**src/rtl/bptc_pkg.sv**
```systemverilog
`default_nettype none
package bptc_pkg;

    // configuration register indexes
    localparam logic [7:0] CFG_T1    = 8'd0;
    localparam logic [7:0] CFG_T2    = 8'd1;
    localparam logic [7:0] CFG_T3    = 8'd2;
    localparam logic [7:0] CFG_P1    = 8'd3;
    localparam logic [7:0] CFG_P2_P3 = 8'd4;
    localparam logic [7:0] CFG_P4_P5 = 8'd5;
    localparam logic [7:0] CFG_P6_P7 = 8'd6;
    localparam logic [7:0] CFG_P8_P9 = 8'd7;

    localparam logic [63:0] FINE_OFFSET = 64'd128000;
    localparam logic [63:0] ADC_FULL    = 64'd1048576;
    localparam logic [63:0] DIV_SCALE   = 64'd3125;
    localparam logic [63:0] DEN_BIAS    = 64'h0000_8000_0000_0000;
    localparam logic [31:0] TEMP_ROUND  = 32'd128;

    typedef enum logic [4:0] {
        OP_NONE, OP_T1, OP_T3, OP_T5, OP_T7, OP_T8,
        OP_P1, OP_P2, OP_P3, OP_P4, OP_P5, OP_P6, OP_P7, OP_P8, OP_P9, OP_P10,
        OP_P12, OP_P13, OP_P14, OP_P15, OP_P16, OP_P17, OP_P18, OP_PZ
    } t_op;

    typedef enum logic [4:0] {
        ST_IDLE, ST_T1, ST_T3, ST_T5, ST_T7, ST_T8,
        ST_P1, ST_P2, ST_P3, ST_P4, ST_P5, ST_P6, ST_P7, ST_P8, ST_P9, ST_P10,
        ST_P11, ST_P12, ST_P13, ST_P14, ST_P15, ST_P16, ST_P17, ST_P18, ST_PZ,
        ST_MUL, ST_DIV, ST_DONE
    } t_state;

    typedef struct packed {
        t_op  op;
        logic mul_start;
        logic div_start;
        logic load_in;
        logic out_load;
    } t_cmd;

    typedef struct packed {
        logic mul_done;
        logic div_done;
        logic den_zero;
    } t_stat;

endpackage
`default_nettype wire

```
**src/rtl/bptc_ctrl.sv**
```systemverilog
`default_nettype none
module bptc_ctrl
    import bptc_pkg::*;
(
    input  wire logic  i_clk,
    input  wire logic  i_rst_n,
    input  wire logic  i_valid,
    output logic       o_stall,
    input  wire logic  i_cmd,
    output logic       o_valid,
    input  wire logic  i_stall,
    input  wire t_stat i_stat,
    output t_cmd       o_cmd_bus
);

    t_state r_state, n_state;
    t_state r_ret, n_ret;
    logic   r_ovalid, n_ovalid;
    logic   accept;

    assign o_stall = (r_state != ST_IDLE);
    assign accept  = i_valid && !o_stall;
    assign o_valid = r_ovalid;

    always_ff @(posedge i_clk) begin
        if (!i_rst_n) begin
            r_state  <= ST_IDLE;
            r_ret    <= ST_IDLE;
            r_ovalid <= 1'b0;
        end else begin
            r_state  <= n_state;
            r_ret    <= n_ret;
            r_ovalid <= n_ovalid;
        end
    end

    always_comb begin
        n_state             = r_state;
        n_ret               = r_ret;
        o_cmd_bus.op        = OP_NONE;
        o_cmd_bus.mul_start = 1'b0;
        o_cmd_bus.div_start = 1'b0;
        o_cmd_bus.load_in   = 1'b0;
        o_cmd_bus.out_load  = 1'b0;
        case (r_state)
            ST_IDLE: begin
                if (accept) begin
                    o_cmd_bus.load_in = 1'b1;
                    n_state = i_cmd ? ST_P1 : ST_T1;
                end
            end
            ST_T1: begin
                o_cmd_bus.op = OP_T1; o_cmd_bus.mul_start = 1'b1;
                n_state = ST_MUL; n_ret = ST_T3;
            end
            ST_T3: begin
                o_cmd_bus.op = OP_T3; o_cmd_bus.mul_start = 1'b1;
                n_state = ST_MUL; n_ret = ST_T5;
            end
            ST_T5: begin
                o_cmd_bus.op = OP_T5; o_cmd_bus.mul_start = 1'b1;
                n_state = ST_MUL; n_ret = ST_T7;
            end
            ST_T7: begin o_cmd_bus.op = OP_T7; n_state = ST_T8; end
            ST_T8: begin o_cmd_bus.op = OP_T8; n_state = ST_DONE; end
            ST_P1: begin
                o_cmd_bus.op = OP_P1; o_cmd_bus.mul_start = 1'b1;
                n_state = ST_MUL; n_ret = ST_P2;
            end
            ST_P2: begin
                o_cmd_bus.op = OP_P2; o_cmd_bus.mul_start = 1'b1;
                n_state = ST_MUL; n_ret = ST_P3;
            end
            ST_P3: begin
                o_cmd_bus.op = OP_P3; o_cmd_bus.mul_start = 1'b1;
                n_state = ST_MUL; n_ret = ST_P4;
            end
            ST_P4: begin o_cmd_bus.op = OP_P4; n_state = ST_P5; end
            ST_P5: begin
                o_cmd_bus.op = OP_P5; o_cmd_bus.mul_start = 1'b1;
                n_state = ST_MUL; n_ret = ST_P6;
            end
            ST_P6: begin
                o_cmd_bus.op = OP_P6; o_cmd_bus.mul_start = 1'b1;
                n_state = ST_MUL; n_ret = ST_P7;
            end
            ST_P7: begin o_cmd_bus.op = OP_P7; n_state = ST_P8; end
            ST_P8: begin
                o_cmd_bus.op = OP_P8; o_cmd_bus.mul_start = 1'b1;
                n_state = ST_MUL; n_ret = ST_P9;
            end
            ST_P9: begin o_cmd_bus.op = OP_P9; n_state = ST_P10; end
            ST_P10: begin
                if (i_stat.den_zero) begin
                    n_state = ST_PZ;
                end else begin
                    o_cmd_bus.op = OP_P10; o_cmd_bus.mul_start = 1'b1;
                    n_state = ST_MUL; n_ret = ST_P11;
                end
            end
            ST_P11: begin
                o_cmd_bus.div_start = 1'b1;
                n_state = ST_DIV; n_ret = ST_P12;
            end
            ST_P12: begin
                o_cmd_bus.op = OP_P12; o_cmd_bus.mul_start = 1'b1;
                n_state = ST_MUL; n_ret = ST_P13;
            end
            ST_P13: begin
                o_cmd_bus.op = OP_P13; o_cmd_bus.mul_start = 1'b1;
                n_state = ST_MUL; n_ret = ST_P14;
            end
            ST_P14: begin
                o_cmd_bus.op = OP_P14; o_cmd_bus.mul_start = 1'b1;
                n_state = ST_MUL; n_ret = ST_P15;
            end
            ST_P15: begin o_cmd_bus.op = OP_P15; n_state = ST_P16; end
            ST_P16: begin o_cmd_bus.op = OP_P16; n_state = ST_P17; end
            ST_P17: begin o_cmd_bus.op = OP_P17; n_state = ST_P18; end
            ST_P18: begin o_cmd_bus.op = OP_P18; n_state = ST_DONE; end
            ST_PZ:  begin o_cmd_bus.op = OP_PZ;  n_state = ST_DONE; end
            ST_MUL: begin
                if (i_stat.mul_done) n_state = r_ret;
            end
            ST_DIV: begin
                if (i_stat.div_done) n_state = r_ret;
            end
            ST_DONE: begin
                // wait for the output register to free up
                if (!r_ovalid || !i_stall) begin
                    o_cmd_bus.out_load = 1'b1;
                    n_state = ST_IDLE;
                end
            end
            default: n_state = ST_IDLE;
        endcase

        if (o_cmd_bus.out_load)        n_ovalid = 1'b1;
        else if (r_ovalid && !i_stall) n_ovalid = 1'b0;
        else                           n_ovalid = r_ovalid;
    end

`ifndef NO_ASSERTIONS
    a_accept_busy: assert property (@(posedge i_clk) disable iff (!i_rst_n)
        accept |=> (r_state != ST_IDLE))
        else $error("transaction accepted but controller stayed idle");
    a_load_valid: assert property (@(posedge i_clk) disable iff (!i_rst_n)
        o_cmd_bus.out_load |=> r_ovalid)
        else $error("result loaded but not presented");
`endif

endmodule
`default_nettype wire

```
**config.mk**
```make
export PLATFORM = sky130hd
export DESIGN_NAME = bptc_ctrl
export DESIGN_NICKNAME = d
export VERILOG_FILES = /design/src/rtl/bptc_pkg.sv /design/src/rtl/bptc_ctrl.sv
export SDC_FILE = /design/constraint.sdc
export NUM_CORES = 1
export LEC_CHECK = 0
export CORE_UTILIZATION = 36
export DETAILED_ROUTE_END_ITERATION = 8
export DONT_BUFFER_PORTS = 1
export HOLD_SLACK_MARGIN = 0.15
export PLACE_DENSITY = 0.58
export SYNTH_ARGS = -nofsm -noshare
export SYNTH_HDL_FRONTEND = slang
export SYNTH_SLANG_ARGS = --single-unit
export TNS_END_PERCENT = 30
```
**constraint.sdc**
```tcl
create_clock -name i_clk -period 2 [get_ports i_clk]
set_input_delay 0.3 -clock i_clk [delete_from_list [all_inputs] [get_ports i_clk]]
set_output_delay 0.3 -clock i_clk [all_outputs]
set_load 0.1 [all_outputs]
```
==> impl_metrics.json <==
{
  "clk_pin_slew_worst_paths_ns": 0.08,
  "timing.rr.end": "r_ret[3]",
  "track_usage_pct": 21.4,
  "period_share_pct": 96.8,
  "grt_use_met3_pct": 1.95,
  "end_kind": "primary output",
  "drive_gt1_share_pct": 31.4,
  "grt_antenna_before_repair": 0,
  "finalWeightedCongestion": 0.876,
  "cp.arrival_ns": 1.64,
  "seq_area_um2": 224,
  "hold_depth": 1,
  "dieArea_um2": 3570,
  "htree_levels": 1,
  "async_flop_share_pct": 0,
  "path_buf_inv": 1,
  "drt_iter0_drc": 55,
  "drc": 0,
  "synth_largest_area_cell": "dfxtp_1",
  "outcome": "completed",
  "die_y_um": 59.7,
  "core.rowCount": 20,
  "clkLatencyLatePin_ns": 0.28,
  "start_util_pct": 38.7,
  "hold_class": "in -> reg",
  "use_met2_pct": 32.5,
  "synth-seq-cells": 11,
  "synth_area_per_cell_um2": 7.59,
  "cpLargestDelayFamily": "compound AO/OA/AOI/OAI gates",
  "cts_tree": "done",
  "crit_slowest_cell": "dfxtp_2",
  "synth.top_cells.by_count": "nor2_1, a21oi_1, nand2_1",
  "io_buffers": 0,
  "area_growth_pct": 26.7,
  "setup-tns-final_ns": 0,
  "synth_cell_types": 55,
  "worst_pin_slew_ns": 0.395,
  "final-setup-viol-count": 0,
  "routed_wl_um": 3560,
  "post-dp-hpwl_um": 2580,
  "overflow": 0,
  "reg2reg_depth": 7,
  "required_ns": 1.70,
  "startpoint_type": "flip-flop",
  "top_usage_layer": "met2",
  "drt_first_pass_iters": 4,
  "cts_num_sinks": 11,
  "cts_buffer_depth": 2,
  "diodes": 0,
  "rsz0062_at_grt": "yes",
  "root_buffer": "clkbuf_4",
  "grt_pass1_wl_um": 5620,
  "design_area_um2": 1520,
  "num_vias": 1295,
  "min_from": "i_rst_n",
  "hold_viol": 0,
  "grt_max_degree": 16,
  "cp_slowest_stage_delay_ns": 0.40,
  "synthesis.area_um2": 1200,
  "placed_cell_area_um2": 1440,
  "max_slew_margin_pct": 73.5,
  "viasPerCell": 5.91,
  "slew_violations": 0,
  "final_nets": 184,
  "yosysMostFrequentCell": "nor2_1",
  "die_w_um": 59.7,
  "ff2ff_setup_slack_ns": 0.31,
  "netlist.area_leader.share_pct": 18.4,
  "max_freq_mhz": 516,
  "postRouteAntennaNets": 0,
  "yosys-top-cells-area": "dfxtp_1, a21oi_1, nor2_1",
  "fin_util_pct": 49.0,
  "grt_util_met1_pct": 29.1,
  "synth_top_flop_cell": "dfxtp_1",
  "cp_cell_sequence": "nor2_1 > a31oi_1 > o221ai_4 > buf_12",
  "multi_input_area_um2": 845,
  "worstHoldEndpoint": "r_ret[1]",
  "core_region_area_um2": 3100,
  "ys_warn_count": 0,
  "hold_slack_ns": 0.164,
  "r2r-start": "r_state[3]",
  "synthCells": 158,
  "pin_count": 19,
  "wire_per_inst_um": 16.3,
  "grt_pass1_vias": 1164,
  "worst-path-max-fanout": 12,
  "crit_type": "reg -> out",
  "fillers": 326,
  "fin_crit_ns": 1.94,
  "fin_worst_skew_ns": 0.00945,
  "synth_enable_flop_cells": 0,
  "cap_violations": 0,
  "syn_nets": 166,
  "seq_area_frac_synth_pct": 18.4,
  "cts_inserted_buffers": 3
}
==> flip-flops by register name, indices dropped and copies added (netlist names) <==
name,flops
r_state,5
r_ret,5
o_valid,1
==> worst register-to-register path, stage by stage (launching register included) <==
cell        delay (ns)
dfxtp_1           0.34
buf_4             0.22
clkinvlp_4        0.15
buf_4             0.17
o221ai_1          0.19
nor2b_4           0.26
o22ai_1           0.10
and2_1            0.15
==> timing repair <==
item	in CTS	in global routing
pin swaps	0	0
gates cloned	0	0
setup endpoints to repair	4	3
setup buffers	0	3
resized for setup	3	3
hold buffers	1	0
endpoints found under the hold margin	1	0
==> metrics by stage <==
stage / cells / setup slack [ns]
final: 219 / 0.0630
after detailed placement: 211 / 0.206
after global routing: 219 / -0.0111
after global placement: 211 / 0.290
after floorplan: 158 / -0.222
after CTS: 216 / 0.0339
==> how the worst max path moves through the flow <==
| stage | from | endpoint | cells past startpoint |
|---|---|---|---|
| after floorplan | r_state[2] | o_cmd_bus[7] | 5 |
| after global placement | r_state[1] | r_state[1] | 6 |
| after detailed placement | r_state[1] | r_state[1] | 6 |
| after CTS | r_state[0] | o_cmd_bus[3] | 5 |
| after global routing | r_state[1] | o_cmd_bus[5] | 4 |
| final | r_state[1] | o_cmd_bus[5] | 4 |
==> layout make-up <==
type / instances / area share (%)
inverters: 6 / 1.89
clock buffers: 4 / 1.73
well taps: 44 / 3.62
repair buffers: 28 / 22.5
flip-flops and latches: 11 / 14.7
multi-input cells: 126 / 55.6
==> cells by family after synthesis <==
family | synth area share, %
xor gates and xnor gates | 2.92
and+or+nand+nor | 24.8
DFF | 18.4
muxes | 0.834
AOI/OAI and AO/OA | 36.0
buffers and inverters | 15.3
adders and majority gates | 1.77
==> routing by layer <==
metal	wire, um	vias up	share of wire (%)
met2	1620	67	46
met3	251	18	7.1
met4	157	0	4.4
li1	-	613	-
met5	0	-	0
met1	1530	597	43
==> layout by cell type, fill, tap and decap left out, types with 4 or more instances in the layout <==
master   Yosys  routed
buf_12       0      10
o21ai_0      8       8
a21oi_1     15      12
nand2_1     12      12
nor2_1      19      18
a31oi_1      4       4
o22ai_1      6       6
dfxtp_1     11       8
nor3_1       5       4
buf_4        1      16
Power is not shown: default switching activity piles up to over one toggle a cycle in this logic, so the estimate is an artifact.
